### config.mk
export PLATFORM = sky130hd
export DESIGN_NAME = ultrasonic_motion_detector
export DESIGN_NICKNAME = d
export VERILOG_FILES = /design/src/rtl/umd_pkg.sv /design/src/rtl/umd_window.sv /design/src/rtl/umd_mean_div.sv /design/src/rtl/umd_hit_tracker.sv /design/src/rtl/umd_rsp_fifo.sv /design/src/rtl/ultrasonic_motion_detector.sv
export VERILOG_INCLUDE_DIRS = /design/src /design/src/rtl
export SDC_FILE = /design/constraint.sdc
export NUM_CORES = 1
export LEC_CHECK = 0
export BUFFER_PORTS_ARGS = -buffer_cell sky130_fd_sc_hd__buf_2
export CORE_ASPECT_RATIO = 0.9
export CORE_MARGIN = 5
export CORE_UTILIZATION = 25
export CTS_BUF_LIST = sky130_fd_sc_hd__clkbuf_8
export DETAILED_ROUTE_END_ITERATION = 10
export PLACE_DENSITY = 0.49
export SLEW_MARGIN = 20
export SYNTH_ARGS = -nofsm -noshare
export SYNTH_HDL_FRONTEND = slang
export SYNTH_SLANG_ARGS = --single-unit
### constraint.sdc
create_clock -name clock -period 5.2 [get_ports clock]
set_input_delay 0.52 -clock clock [delete_from_list [all_inputs] [get_ports clock]]
set_output_delay 0.52 -clock clock [all_outputs]
set_load 0.005 [all_outputs]
### src/rtl/ultrasonic_motion_detector_defines.svh
// assertion macros shared by the motion detector rtl
`ifndef ULTRASONIC_MOTION_DETECTOR_DEFINES_SVH
`define ULTRASONIC_MOTION_DETECTOR_DEFINES_SVH

// same-cycle implication, disabled during reset
`define UMD_ASSERT_IMP(lbl, clk, rst, ante, cons) \
   lbl: assert property (@(posedge clk) disable iff (rst) (ante) |-> (cons)) \
      else $error("same-cycle check failed");

// next-cycle implication, disabled during reset
`define UMD_ASSERT_NEXT(lbl, clk, rst, ante, cons) \
   lbl: assert property (@(posedge clk) disable iff (rst) (ante) |=> (cons)) \
      else $error("next-cycle check failed");

`endif

### src/rtl/umd_pkg.sv
// shared types, constants and helpers of the motion detector
package umd_pkg;

   // millimeter value width (255 cm * 10 fits in 12 bits)
   localparam int MM_W     = 12;
   localparam int CM_W     = 8;
   localparam int THR_W    = 12;
   localparam int HITS_W   = 8;
   localparam int CSR_IDX_W = 1;
   localparam int CSR_DAT_W = 12;
   localparam int REQ_DAT_W = 8;
   localparam int RSP_DAT_W = 40;

   // result fifo depth and the fixed pipeline length in front of it
   localparam int RSP_DEPTH  = 16;
   localparam int RSP_PTR_W  = 4;
   localparam int RSP_CNT_W  = 5;
   localparam int PIPE_DEPTH = 8;
   localparam int PIPE_CNT_W = 4;

   // reset values of the configuration registers
   localparam logic [THR_W-1:0]  THR_RESET  = 12'd100;
   localparam logic [HITS_W-1:0] HITS_RESET = 8'd3;

   typedef enum logic [CSR_IDX_W-1:0] {
      REG_THRESHOLD = 1'b0,
      REG_HITS      = 1'b1
   } csr_index_type;

   typedef enum logic [2:0] {
      ST_UNKNOWN = 3'b001,
      ST_MOTION  = 3'b010,
      ST_ENDED   = 3'b100
   } state_type;

   // one result item, motion in the lowest bit
   typedef struct packed {
      logic [HITS_W-1:0] hit_count;
      logic [MM_W-1:0]   mean_deviation_mm;
      logic [MM_W-1:0]   mean_distance_mm;
      logic              changed;
      logic              motion;
   } result_type;

   // cm to mm as shift and add: 10 = 8 + 2
   function automatic logic [MM_W-1:0] mm_from_cm(input logic [CM_W-1:0] cm);
      logic [MM_W-1:0] wide;
      wide = MM_W'(cm);
      return (wide << 3) + (wide << 1);
   endfunction

endpackage

### src/rtl/umd_window.sv
// sliding window: ring memory with read-first update, running sum and fill count
module umd_window #(
   parameter int WINDOW = 8
) (
   input  logic                                            clock,
   input  logic                                            reset,
   input  logic                                            push_valid,
   input  logic [umd_pkg::MM_W-1:0]                        push_value,
   output logic                                            out_valid,
   output logic                                            out_full,
   output logic [umd_pkg::MM_W+$clog2(WINDOW)-1:0]         out_sum
);

   localparam int PTR_W  = (WINDOW > 1) ? $clog2(WINDOW) : 1;
   localparam int FILL_W = $clog2(WINDOW + 1);
   localparam int SUM_W  = umd_pkg::MM_W + $clog2(WINDOW);

   logic [umd_pkg::MM_W-1:0] ring_mem [WINDOW];
   logic [umd_pkg::MM_W-1:0] old_ff;
   logic [umd_pkg::MM_W-1:0] val_ff;
   logic [PTR_W-1:0]         ptr_ff, ptr_in;
   logic [FILL_W-1:0]        fill_ff, fill_in;
   logic                     s1_valid_ff, s1_full_ff, old_live_ff;
   logic [SUM_W-1:0]         sum_ff, sum_in, old_term;
   logic                     valid_ff, full_ff;

   // read the leaving entry and write the new one at the same address
   always_ff @(posedge clock) begin
      if (push_valid) begin
         old_ff            <= ring_mem[ptr_ff];
         ring_mem[ptr_ff]  <= push_value;
         val_ff            <= push_value;
      end
   end

   // pointer wraps at the window size, fill saturates there
   always_comb begin
      ptr_in  = (ptr_ff == PTR_W'(WINDOW - 1)) ? '0 : ptr_ff + 1'b1;
      fill_in = (fill_ff == FILL_W'(WINDOW)) ? fill_ff : fill_ff + 1'b1;
   end

   always_ff @(posedge clock) begin
      if (reset) begin
         ptr_ff      <= '0;
         fill_ff     <= '0;
         s1_valid_ff <= 1'b0;
         s1_full_ff  <= 1'b0;
         old_live_ff <= 1'b0;
      end else begin
         s1_valid_ff <= push_valid;
         if (push_valid) begin
            ptr_ff      <= ptr_in;
            fill_ff     <= fill_in;
            // an entry read before the window filled was never written: counts as zero
            old_live_ff <= (fill_ff == FILL_W'(WINDOW));
            s1_full_ff  <= (fill_ff >= FILL_W'(WINDOW - 1));
         end
      end
   end

   // running sum updated in the cycle after the memory access
   always_comb begin
      old_term = old_live_ff ? SUM_W'(old_ff) : '0;
      sum_in   = sum_ff - old_term + SUM_W'(val_ff);
   end

   always_ff @(posedge clock) begin
      if (reset) begin
         sum_ff   <= '0;
         valid_ff <= 1'b0;
         full_ff  <= 1'b0;
      end else begin
         valid_ff <= s1_valid_ff;
         full_ff  <= s1_full_ff;
         if (s1_valid_ff) begin
            sum_ff <= sum_in;
         end
      end
   end

   assign out_valid = valid_ff;
   assign out_full  = full_ff;
   assign out_sum   = sum_ff;

endmodule

### src/rtl/umd_mean_div.sv
// window mean: truncating divide by the window size via reciprocal and one correction
module umd_mean_div #(
   parameter int WINDOW = 8
) (
   input  logic                                    clock,
   input  logic                                    reset,
   input  logic                                    in_valid,
   input  logic [umd_pkg::MM_W+$clog2(WINDOW)-1:0] in_sum,
   output logic                                    out_valid,
   output logic [umd_pkg::MM_W-1:0]                out_mean
);

   localparam int SUM_W  = umd_pkg::MM_W + $clog2(WINDOW);
   localparam int SHIFT  = SUM_W + 1;
   localparam int PROD_W = SUM_W + SHIFT + 1;
   localparam logic [SHIFT:0] RECIP = (SHIFT + 1)'((64'd1 << SHIFT) / WINDOW);

   logic [PROD_W-1:0]        prod;
   logic [umd_pkg::MM_W-1:0] q0_ff;
   logic [SUM_W-1:0]         sum_a_ff;
   logic                     valid_a_ff;
   logic [SUM_W-1:0]         q_times_w, rem;
   logic [umd_pkg::MM_W-1:0] mean_in, mean_ff;
   logic                     valid_ff;

   // first stage: estimate, never above the true quotient and at most one below
   assign prod = PROD_W'(in_sum) * PROD_W'(RECIP);

   always_ff @(posedge clock) begin
      q0_ff    <= prod[SHIFT +: umd_pkg::MM_W];
      sum_a_ff <= in_sum;
   end

   // second stage: remainder check and correction
   always_comb begin
      q_times_w = SUM_W'(q0_ff) * SUM_W'(WINDOW);
      rem       = sum_a_ff - q_times_w;
      mean_in   = (rem >= SUM_W'(WINDOW)) ? q0_ff + 1'b1 : q0_ff;
   end

   always_ff @(posedge clock) begin
      mean_ff <= mean_in;
   end

   always_ff @(posedge clock) begin
      if (reset) begin
         valid_a_ff <= 1'b0;
         valid_ff   <= 1'b0;
      end else begin
         valid_a_ff <= in_valid;
         valid_ff   <= valid_a_ff;
      end
   end

   assign out_valid = valid_ff;
   assign out_mean  = mean_ff;

endmodule

### src/rtl/umd_hit_tracker.sv
// hit counter and motion state, builds one result per evaluated sample
module umd_hit_tracker (
   input  logic                        clock,
   input  logic                        reset,
   input  logic                        in_valid,
   input  logic [umd_pkg::MM_W-1:0]    mean_distance,
   input  logic [umd_pkg::MM_W-1:0]    mean_deviation,
   input  logic [umd_pkg::THR_W-1:0]   threshold,
   input  logic [umd_pkg::HITS_W-1:0]  hits,
   output logic                        res_valid,
   output umd_pkg::result_type         res_data
);

   logic [umd_pkg::HITS_W-1:0] count_ff, count_in;
   umd_pkg::state_type         cur_ff, cur_in, prev_ff, prev_in;
   logic                       above, below;

   // counter steps up on a hit below the ceiling, else down when at or below
   always_comb begin
      above = (mean_deviation >= threshold);
      below = (mean_deviation <= threshold);
      count_in = count_ff;
      priority if (above && (count_ff < hits)) begin
         count_in = count_ff + 1'b1;
      end else if (below && (count_ff != '0)) begin
         count_in = count_ff - 1'b1;
      end else begin
         count_in = count_ff;
      end
   end

   // state moves only at the counter limits
   always_comb begin
      cur_in  = cur_ff;
      prev_in = prev_ff;
      priority if (count_in >= hits) begin
         prev_in = cur_ff;
         cur_in  = umd_pkg::ST_MOTION;
      end else if (count_in == '0) begin
         prev_in = cur_ff;
         cur_in  = umd_pkg::ST_ENDED;
      end else begin
         prev_in = prev_ff;
         cur_in  = cur_ff;
      end
   end

   always_ff @(posedge clock) begin
      if (reset) begin
         count_ff <= '0;
         cur_ff   <= umd_pkg::ST_UNKNOWN;
         prev_ff  <= umd_pkg::ST_UNKNOWN;
      end else if (in_valid) begin
         count_ff <= count_in;
         cur_ff   <= cur_in;
         prev_ff  <= prev_in;
      end
   end

   // result item from the updated state
   always_comb begin
      res_data.motion            = (cur_in == umd_pkg::ST_MOTION);
      res_data.changed           = (cur_in != prev_in);
      res_data.mean_distance_mm  = mean_distance;
      res_data.mean_deviation_mm = mean_deviation;
      res_data.hit_count         = count_in;
   end

   assign res_valid = in_valid;

endmodule

### src/rtl/umd_rsp_fifo.sv
// result fifo between the pipeline and the result channel
module umd_rsp_fifo (
   input  logic                           clock,
   input  logic                           reset,
   input  logic                           push,
   input  umd_pkg::result_type            push_data,
   input  logic                           pop,
   output logic                           not_empty,
   output umd_pkg::result_type            head_data,
   output logic [umd_pkg::RSP_CNT_W-1:0]  count
);

   umd_pkg::result_type              slot_ff [umd_pkg::RSP_DEPTH];
   logic [umd_pkg::RSP_PTR_W-1:0]    wr_ptr_ff, rd_ptr_ff;
   logic [umd_pkg::RSP_CNT_W-1:0]    count_ff, count_in;
   logic                             do_pop;

   assign do_pop = pop && (count_ff != '0);

   // storage
   always_ff @(posedge clock) begin
      if (push) begin
         slot_ff[wr_ptr_ff] <= push_data;
      end
   end

   // occupancy
   always_comb begin
      count_in = count_ff;
      unique case ({push, do_pop})
         2'b10:   count_in = count_ff + 1'b1;
         2'b01:   count_in = count_ff - 1'b1;
         default: count_in = count_ff;
      endcase
   end

   always_ff @(posedge clock) begin
      if (reset) begin
         wr_ptr_ff <= '0;
         rd_ptr_ff <= '0;
         count_ff  <= '0;
      end else begin
         if (push) begin
            wr_ptr_ff <= wr_ptr_ff + 1'b1;
         end
         if (do_pop) begin
            rd_ptr_ff <= rd_ptr_ff + 1'b1;
         end
         count_ff <= count_in;
      end
   end

   assign not_empty = (count_ff != '0);
   assign head_data = slot_ff[rd_ptr_ff];
   assign count     = count_ff;

endmodule

### src/rtl/ultrasonic_motion_detector.sv
// top level of the ultrasonic motion detector
//
// req channel: one distance sample per item, req_tdata holds the distance in cm and
// req_tuser flags a sample with no echo; such a sample is taken and dropped.
// rsp channel: one item per evaluated sample, once both sliding windows are full.
// csr channel: index 0 writes the deviation threshold in mm, index 1 the hit count
// that declares motion; always ready. It must be written by the user between runs
// of samples; the block itself does not enforce this.
// Pipeline: each window registers its ring memory access, then its sum update; each
// mean its reciprocal multiply, then its correction; then the hit counter and fifo.
// Throughput: one sample per cycle while req_tready is high; consecutive samples need
// no interlock: each ring memory is read and written at one address in the same cycle.
// Stall: results collect in a 16-entry fifo; req_tready stays high while the fifo
// plus the samples in flight leave room, so a stalled receiver stops input only
// once 16 items are owed.
// Reset: windows empty, hit count zero, state unknown, threshold 100, hit count 3;
// the ring memories are not cleared, their fill counts mask old contents.
module ultrasonic_motion_detector #(
   parameter int DIST_WINDOW = 8,
   parameter int DEV_WINDOW  = 8
) (
   input  logic                              clock,
   input  logic                              reset,
   // sample input
   input  logic                              req_tvalid,
   output logic                              req_tready,
   input  logic [umd_pkg::REQ_DAT_W-1:0]     req_tdata,  // [7:0] distance_cm
   input  logic [0:0]                        req_tuser,  // [0] out_of_range
   // result output
   output logic                              rsp_tvalid,
   input  logic                              rsp_tready,
   output logic [umd_pkg::RSP_DAT_W-1:0]     rsp_tdata,  // [0] motion, [1] changed,
                                                          // [13:2] mean_distance_mm,
                                                          // [25:14] mean_deviation_mm,
                                                          // [33:26] hit_count, rest zero
   // configuration writes
   input  logic                              csr_valid,
   output logic                              csr_ready,
   input  logic [umd_pkg::CSR_IDX_W-1:0]     csr_index,
   input  logic [umd_pkg::CSR_DAT_W-1:0]     csr_data
);

   `include "ultrasonic_motion_detector_defines.svh"

   localparam int DSUM_W = umd_pkg::MM_W + $clog2(DIST_WINDOW);
   localparam int VSUM_W = umd_pkg::MM_W + $clog2(DEV_WINDOW);
   localparam int CREDIT_W = umd_pkg::RSP_CNT_W + 1;

   logic [umd_pkg::THR_W-1:0]  thr_ff;
   logic [umd_pkg::HITS_W-1:0] hits_ff;

   logic                        sample_take;
   logic [umd_pkg::MM_W-1:0]    sample_mm;
   logic [umd_pkg::MM_W-1:0]    mm_pipe_ff [4];
   logic [umd_pkg::MM_W-1:0]    mean_d_pipe_ff [4];
   logic [umd_pkg::PIPE_DEPTH-1:0] mark_ff;
   logic [umd_pkg::PIPE_CNT_W-1:0] inflight;
   logic [CREDIT_W-1:0]         credit;

   logic                        dwin_valid, dwin_full;
   logic [DSUM_W-1:0]           dwin_sum;
   logic                        ddiv_valid;
   logic [umd_pkg::MM_W-1:0]    ddiv_mean;
   logic [umd_pkg::MM_W-1:0]    dev_value;
   logic                        vwin_valid, vwin_full;
   logic [VSUM_W-1:0]           vwin_sum;
   logic                        vdiv_valid;
   logic [umd_pkg::MM_W-1:0]    vdiv_mean;

   logic                        res_valid;
   umd_pkg::result_type         res_data;
   umd_pkg::result_type         head_data;
   logic [umd_pkg::RSP_CNT_W-1:0] fifo_count;
   logic                        fifo_not_empty;

   // configuration registers
   assign csr_ready = 1'b1;

   always_ff @(posedge clock) begin
      if (reset) begin
         thr_ff  <= umd_pkg::THR_RESET;
         hits_ff <= umd_pkg::HITS_RESET;
      end else if (csr_valid) begin
         unique case (umd_pkg::csr_index_type'(csr_index))
            umd_pkg::REG_THRESHOLD: thr_ff  <= csr_data;
            umd_pkg::REG_HITS:      hits_ff <= csr_data[umd_pkg::HITS_W-1:0];
            default:                thr_ff  <= thr_ff;
         endcase
      end
   end

   // accept while fifo plus in-flight samples leave a free slot
   assign inflight   = umd_pkg::PIPE_CNT_W'($countones(mark_ff));
   assign credit     = CREDIT_W'(fifo_count) + CREDIT_W'(inflight);
   assign req_tready = (credit < CREDIT_W'(umd_pkg::RSP_DEPTH));

   assign sample_take = req_tvalid && req_tready && !req_tuser[0];
   assign sample_mm   = umd_pkg::mm_from_cm(req_tdata[umd_pkg::CM_W-1:0]);

   // in-flight marks, one per sample until it reaches the hit counter
   always_ff @(posedge clock) begin
      if (reset) begin
         mark_ff <= '0;
      end else begin
         mark_ff <= {mark_ff[umd_pkg::PIPE_DEPTH-2:0], sample_take};
      end
   end

   // sample value carried alongside the distance window and mean
   always_ff @(posedge clock) begin
      mm_pipe_ff[0] <= sample_mm;
      mm_pipe_ff[1] <= mm_pipe_ff[0];
      mm_pipe_ff[2] <= mm_pipe_ff[1];
      mm_pipe_ff[3] <= mm_pipe_ff[2];
   end

   umd_window #(.WINDOW(DIST_WINDOW)) u_dist_window (
      .clock      (clock),
      .reset      (reset),
      .push_valid (sample_take),
      .push_value (sample_mm),
      .out_valid  (dwin_valid),
      .out_full   (dwin_full),
      .out_sum    (dwin_sum)
   );

   umd_mean_div #(.WINDOW(DIST_WINDOW)) u_dist_mean (
      .clock     (clock),
      .reset     (reset),
      .in_valid  (dwin_valid && dwin_full),
      .in_sum    (dwin_sum),
      .out_valid (ddiv_valid),
      .out_mean  (ddiv_mean)
   );

   // absolute deviation of the sample from the distance mean
   assign dev_value = (mm_pipe_ff[3] > ddiv_mean) ? mm_pipe_ff[3] - ddiv_mean
                                                  : ddiv_mean - mm_pipe_ff[3];

   // distance mean carried alongside the deviation window and mean
   always_ff @(posedge clock) begin
      mean_d_pipe_ff[0] <= ddiv_mean;
      mean_d_pipe_ff[1] <= mean_d_pipe_ff[0];
      mean_d_pipe_ff[2] <= mean_d_pipe_ff[1];
      mean_d_pipe_ff[3] <= mean_d_pipe_ff[2];
   end

   umd_window #(.WINDOW(DEV_WINDOW)) u_dev_window (
      .clock      (clock),
      .reset      (reset),
      .push_valid (ddiv_valid),
      .push_value (dev_value),
      .out_valid  (vwin_valid),
      .out_full   (vwin_full),
      .out_sum    (vwin_sum)
   );

   umd_mean_div #(.WINDOW(DEV_WINDOW)) u_dev_mean (
      .clock     (clock),
      .reset     (reset),
      .in_valid  (vwin_valid && vwin_full),
      .in_sum    (vwin_sum),
      .out_valid (vdiv_valid),
      .out_mean  (vdiv_mean)
   );

   umd_hit_tracker u_hit_tracker (
      .clock          (clock),
      .reset          (reset),
      .in_valid       (vdiv_valid),
      .mean_distance  (mean_d_pipe_ff[3]),
      .mean_deviation (vdiv_mean),
      .threshold      (thr_ff),
      .hits           (hits_ff),
      .res_valid      (res_valid),
      .res_data       (res_data)
   );

   umd_rsp_fifo u_rsp_fifo (
      .clock     (clock),
      .reset     (reset),
      .push      (res_valid),
      .push_data (res_data),
      .pop       (rsp_tready),
      .not_empty (fifo_not_empty),
      .head_data (head_data),
      .count     (fifo_count)
   );

   assign rsp_tvalid = fifo_not_empty;
   assign rsp_tdata  = umd_pkg::RSP_DAT_W'(head_data);

   // the credit scheme must keep the fifo from overflowing
   `UMD_ASSERT_IMP(a_fifo_room, clock, reset, res_valid,
                   fifo_count < umd_pkg::RSP_CNT_W'(umd_pkg::RSP_DEPTH))

   // owed items never exceed the fifo depth
   `UMD_ASSERT_IMP(a_credit_bound, clock, reset, 1'b1,
                   credit <= CREDIT_W'(umd_pkg::RSP_DEPTH))

   // a zero count with a nonzero limit always means the motion has ended
   `UMD_ASSERT_IMP(a_zero_count_idle, clock, reset,
                   res_valid && (res_data.hit_count == '0) && (hits_ff != '0),
                   !res_data.motion)

   // a sample taken now is marked in flight in the next cycle
   `UMD_ASSERT_NEXT(a_mark_follows, clock, reset, sample_take, mark_ff[0])

endmodule
Word-level counts from Yosys, hierarchy flattened

Memory sizes are Yosys's and may differ from the RTL's. A register that Yosys moved wholly into a read port is not among the register bits.
Index checks and enable logic that the tools add are counted.

RAM bits: 832
Memories kept: 5
Output and inout port bits: 43
Input port bits: 27
Flip-flop bits (word level): 215
Word-level logic and storage cells: 130

Memories:

| memory                 | words | width | read ports | clocked after memory_dff | write ports | line                             | source |
|---|---|---|---|---|---|---|---|
| u_rsp_fifo.slot_ff     | 16    | 34    | 1          | 1                        | 1           | umd_rsp_fifo.sv:13               | `umd_pkg::result_type slot_ff [umd_pkg::RSP_DEPTH];` |
| u_dev_window.ring_mem  | 8     | 12    | 1          | 1                        | 1           | umd_window.sv:18                 | `logic [umd_pkg::MM_W-1:0] ring_mem [WINDOW];` |
| u_dist_window.ring_mem | 8     | 12    | 1          | 1                        | 1           | umd_window.sv:18                 |  |
| mean_d_pipe_ff         | 4     | 12    | 4          | 0                        | 4           | ultrasonic_motion_detector.sv:55 | `logic [umd_pkg::MM_W-1:0] mean_d_pipe_ff [4];` |
| mm_pipe_ff             | 4     | 12    | 4          | 0                        | 4           | ultrasonic_motion_detector.sv:54 | `logic [umd_pkg::MM_W-1:0] mm_pipe_ff [4];` |

Bitwise gates (word level): 3
Order comparisons: 10
Add/sub/neg operators: 29
Reductions and logical operators: 16
Equal/unequal tests: 8
Muxes and demuxes: 22

Operators with widths:

| kind                                                 | number |
|---|---|
| 2-to-1 mux 12 bit                                    | 5 |
| subtractor 15 bit                                    | 4 |
| adder 15 x 12 -> 15 bit                              | 2 |
| >= comparator 15 x 4 -> 1 bit, second input constant | 2 |
| adder 12 x 1 -> 12 bit, second input constant        | 2 |
| subtractor 12 bit                                    | 2 |
| 2-to-1 mux 3 bit                                     | 6 |
| adder 4 x 1 -> 4 bit, second input constant          | 4 |
| 2-to-1 mux 8 bit                                     | 2 |
| adder 11 x 9 -> 12 bit                               | 1 |
| >= comparator 12 bit                                 | 1 |
| greater-than comparator 12 bit                       | 1 |
| less-or-equal comparator 12 bit                      | 1 |
| case mux 5 bit (2 select lines)                      | 1 |
| adder 1 x 1 -> 2 bit                                 | 4 |
| adder 8 x 1 -> 8 bit, second input constant          | 1 |
| == test 4 bit, second input constant                 | 2 |
| >= comparator 4 x 3 -> 1 bit, second input constant  | 2 |
| >= comparator 8 bit                                  | 1 |
| zero test 8 bit                                      | 1 |
| < comparator 8 bit                                   | 1 |
| 2-to-1 mux 4 bit                                     | 2 |
| AND reduction 2 bit                                  | 4 |
| nonzero test 8 bit                                   | 1 |
| other kinds (19)                                     | 35 |

Logic depth before layout (Yosys ltp)

Depth in word-level cells: 9
Depth in mapped cells: 20
Depth with buffers taken out: 20

Hierarchy

From an unflattened synthesis, not the netlist that was laid out.

Cell total of the unflattened synthesis: 2698
Area, all modules: 42091.6 um^2

By module, submodules not included:

| module                      | times used | sequential area each (um^2) | area an instance (um^2) | cells an instance |
|---|---|---|---|---|
| umd_rsp_fifo                | 1          | 16676.0                     | 21301.7                 | 948 |
| umd_window at u_dev_window  | 1          | 4144.0                      | 6718.9                  | 519 |
| umd_window at u_dist_window | 1          | 4144.0                      | 6688.9                  | 509 |
| ultrasonic_motion_detector  | 1          | 2402.3                      | 4408.0                  | 419 |
| umd_hit_tracker             | 1          | 280.3                       | 1908.1                  | 247 |
| umd_mean_div                | 2          | 520.5                       | 533.0                   | 28 |

Least setup slack after synthesis

Ideal clock, no wire load.

Path kind: register to register
Start: reg mark_ff[3] (netlist bit)
End: mem u_dist_window.ring_mem[4][10] (netlist bit), enable pin
Path buffers: 0
Clock period less this slack: 4.761 ns
Data arrival time: 4.368 ns
Path slack: 0.439 ns
Stages on the path, launching flop included: 16
Library setup time: 0.393 ns
Data required time: 4.807 ns
Cells stage by stage: dfxtp_1 fa_1 inv_1 fa_1 fa_1 inv_1 ha_1 a21oi_1 nor2b_1 o21ai_0 nand2b_1 a211oi_1 nand3b_1 clkinv_1 nand2_1 nor3_1

Longest elaborated chain between the ends: 9

Ends and longest elaborated chain:

| what                                       | line                              | source |
|---|---|---|
| from (decl)                                | ultrasonic_motion_detector.sv:56  | `logic [umd_pkg::PIPE_DEPTH-1:0] mark_ff;` |
| from (signal assigned)                     | ultrasonic_motion_detector.sv:105 | `mark_ff <= {mark_ff[umd_pkg::PIPE_DEPTH-2:0], sample_take};` |
| adder 1 x 1 -> 2 bit (not written as such) | ultrasonic_motion_detector.sv:93  | `assign inflight = umd_pkg::PIPE_CNT_W'($countones(mark_ff));` |
| adder 2 x 2 -> 3 bit (not written as such) | ultrasonic_motion_detector.sv:93  |  |
| adder 3 x 3 -> 4 bit (not written as such) | ultrasonic_motion_detector.sv:93  |  |
| adder 5 x 4 -> 6 bit                       | ultrasonic_motion_detector.sv:94  | `assign credit = CREDIT_W'(fifo_count) + CREDIT_W'(inflight);` |
| < comparator 6 x 5 -> 1 bit                | ultrasonic_motion_detector.sv:95  | `assign req_tready = (credit < CREDIT_W'(umd_pkg::RSP_DEPTH));` |
| net req_tready                             | ultrasonic_motion_detector.sv:26  | `output logic req_tready,` |
| logical AND 1 bit (2 in a row)             | ultrasonic_motion_detector.sv:97  | `assign sample_take = req_tvalid && req_tready && !req_tuser[0];` |
| net sample_take                            | ultrasonic_motion_detector.sv:52  | `logic sample_take;` |
| 2-to-1 mux 1 bit                           | umd_window.sv:29                  | `if (push_valid) begin` |
| 2-to-1 mux 1 bit (not written as such)     | umd_window.sv:31                  | `ring_mem[ptr_ff] <= push_value;` |
| to (decl)                                  | umd_window.sv:18                  |  |

The timed path passes the listed nets, and every way through them passes these cells.

==> impl_metrics.tcl <==
set metrics [dict create \
    status "completed" \
    critical_path.most_common_cell "a21o_1" \
    ys_warn_count 0 \
    ys_ff_latch 1028 \
    power_leakage_nw 16.3 \
    min_path_type "primary input to register" \
    synth.most_common_cell "edfxtp_1" \
    worst-endpoint-required_ps 5750 \
    synth-async-reset-ratio_pct 0 \
    ys_types 75 \
    drt_iter0_drc 1186 \
    grt.overflow.total 0 \
    antenna_found_initial 4 \
    crit_path_max_fanout 17 \
    grt.total_usage_pct 10.5 \
    cts_sinks 1028 \
    viasPerCell 4.15 \
    layout-drive-gt1-share_pct 22.9 \
    tightestPinTransition_ps 1070 \
    maxSlewViolCount 0 \
    synth_area_leaders "edfxtp_1, dfxtp_1, mux4_2" \
    max_stage_delay_ps 440 \
    wl_per_cell_um 18.5 \
    drv_cap 0 \
    fp.dieW_um 435 \
    wirelength_um 90000 \
    drc_errors 0 \
    dieArea_sq_um 171000 \
    crit_type "register to register" \
    hold_viol_final 0 \
    row_count 140 \
    max_freq_mhz 211 \
    area_growth_pct 16.4 \
    start_kind "register" \
    critPathArrivalTime_ps 5290 \
    io_pins 70 \
    crit_chain "ha_1 > nand4_1 > nor3_2 > a21oi_2 > a31oi_1 > buf_4 > o21bai_1 > xnor2_1 > ha_1 > nand2b_1 > a21o_1 > a21o_1 > a21o_1 > a21o_1 > a21oi_1 > o21ai_1 > nor2_1 > o21ai_2 > mux2i_1 > a41o_1" \
    ir_worst_vdd_mv 0.219 \
    synth_commonest_cells "edfxtp_1, dfxtp_1, mux4_2" \
    start_util_pct 25.1 \
    cts_made_buffers 161 \
    clock_path_buffers 3 \
    dpl.hpwl_um 54100 \
    synth-edff-count 774 \
    htreeDepth 4 \
    crit_path_top_delay_cell "a41o_1" \
    postSynthAreaPerCell_sq_um 17.0 \
    finClkSkew_ps 66.1 \
    grt_pass1_vias 21774 \
    clk_latency_ps 850 \
    cts_tree "yes" \
    num_vias 20239 \
    tns_ps 0 \
    worst_setup_path_end_kind "register" \
    relSlewSlack_pct 28.0 \
    ant_nets 0 \
    place_congestion 0.733 \
    cts-root-buf "clkbuf_8" \
    synth_top_area_share_pct 57.2 \
    drtPass1Iterations 4 \
    rsz0062_at_grt "no" \
    synth-main-ff-cell "edfxtp_1" \
    post_cts_buffers 0 \
    num_antenna_cells 0 \
    finalCriticalPeriod_ps 4740 \
    port_buffers 62 \
    grt_first_pass_wirelength_um 137000 \
    core-area_sq_um 162000 \
    fin_crit_sh_pct 91.1 \
    netlist_area_sq_um 40600 \
    syn_inst 2394 \
    finalSetupViolCount 0 \
    synth_area_leader_cell "edfxtp_1" \
    grt_max_degree 67 \
    nets 2777 \
    die_y_um 392 \
    fin_total_pwr_mw 17.0 \
    seq_area_frac_synth_pct 69.8 \
    power_density_nw_per_um2 359 \
    clk_pin_slew_ps 60 \
]
-- sequential cells by signal, summed over array words and instances (netlist names), 12 cells and up, named ones only --
register / count
u_rsp_fifo.slot_ff: 544
u_dev_mean.q0_ff: 12
thr_ff: 12
u_dist_mean.q0_ff: 12
u_dev_mean.out_mean: 12
u_dist_mean.out_mean: 12
u_dev_window.old_ff: 12
mm_pipe_ff: 44
mean_d_pipe_ff: 48
u_dist_window.out_sum: 14
u_dist_window.ring_mem: 88
u_dev_window.ring_mem: 96
u_dev_window.val_ff: 12
u_dev_window.out_sum: 15
-- worst max-delay path: cells and delay by family, from the launching register on --
kind | cells | cell delay, ps
AOI/OAI and AO/OA | 11 | 2070
and+or+nand+nor | 4 | 850
adders and majority gates | 2 | 610
DFF | 1 | 400
xor gates and xnor gates | 1 | 190
muxes | 1 | 170
buffers and inverters | 1 | 160
-- cell usage in the layout (no fill, tap or decap), types with 38 or more instances in the layout --
cell / Yosys / routed
a21oi_1: 78 / 78
ha_1: 109 / 109
mux2i_1: 54 / 54
nand2_1: 97 / 97
inv_1: 182 / 241
dfxtp_1: 254 / 247
nor2_1: 122 / 116
edfxtp_1: 774 / 774
clkbuf_8: 1 / 185
buf_4: 7 / 65
mux4_2: 201 / 201
xnor2_1: 39 / 38
buf_2: 1 / 61
-- path summary, 6_finish.rpt --
| path | from | end | slack (ps) | cells past startpoint |
|---|---|---|---|---|
| max | u_dev_mean.out_mean[6]$_DFF_P_ | u_rsp_fifo.slot_ff[8][1]$_DFFE_PP_ | 460 | 20 |
| min reg2reg | u_dev_mean.q0_ff[6]$_DFF_P_ | u_dev_mean.out_mean[6]$_DFF_P_ | 290 | 0 |
| max reg2reg | u_dev_mean.out_mean[6]$_DFF_P_ | u_rsp_fifo.slot_ff[8][1]$_DFFE_PP_ | 460 | 20 |
| min | csr_index | thr_ff[1]$_SDFFE_PP0P_ | 130 | 4 |
-- power breakdown --
group / switching (mW) / internal (mW) / total, mW
Combinational: 0.557 / 0.309 / 0.866
Clock: 3.32 / 3.57 / 6.89
Sequential: 0.0939 / 9.11 / 9.20
Total: 3.97 / 13.0 / 17.0
-- routing by layer --
layer / wire length (um) / part of all wire, % / track usage (%) / vias up
met5: 0 / 0 / 0 / -
met4: 1680 / 1.9 / 3.03 / 0
met3: 3550 / 3.9 / 2.10 / 151
met2: 43700 / 49 / 17.8 / 358
met1: 41100 / 46 / 13.8 / 10244
li1: - / - / - / 9486
-- timing repair --
action                                 4_1_cts  5_1_grt
endpoints found under the hold margin       31        0
setup endpoints to repair                    0       16
hold buffers                                14        0
resized for setup                            0        2
-- cell type report --
cell class | instances | area (sq um)
Tap cell | 2130 | 2670
Clock inverter | 114 | 752
Clock buffer | 185 | 2550
Inverter | 184 | 691
Multi-Input combinational cell | 1091 | 11300
Timing Repair Buffer | 144 | 1010
Sequential cell | 1028 | 28300
Fill cell | 16112 | 114000
-- stage by stage --
stage / utilization [%] / area (sq um) / instances / setup WS, ps / hold WS, ps
after CTS: 29.2 / 47300 / 4876 / 185 / 47.1
after global placement: 27.1 / 43800 / 4563 / 349 / 310
after global routing: 29.2 / 47300 / 4876 / 19.4 / 84.6
after detailed placement: 27.1 / 43800 / 4563 / 262 / 312
after floorplan: - / 40600 / 2399 / 439 / 310
final: 29.2 / 47300 / 4876 / 460 / 135
-- cell families after synthesis --
family	share of synthesized area [%]
and+or+nand+nor	4.55
AOI/OAI and AO/OA	3.60
DFF	69.8
adders and majority gates	4.89
buffers and inverters	2.70
xor gates and xnor gates	1.32
other	0.0185
muxes	13.2
Power figures use the tool's default switching activity.
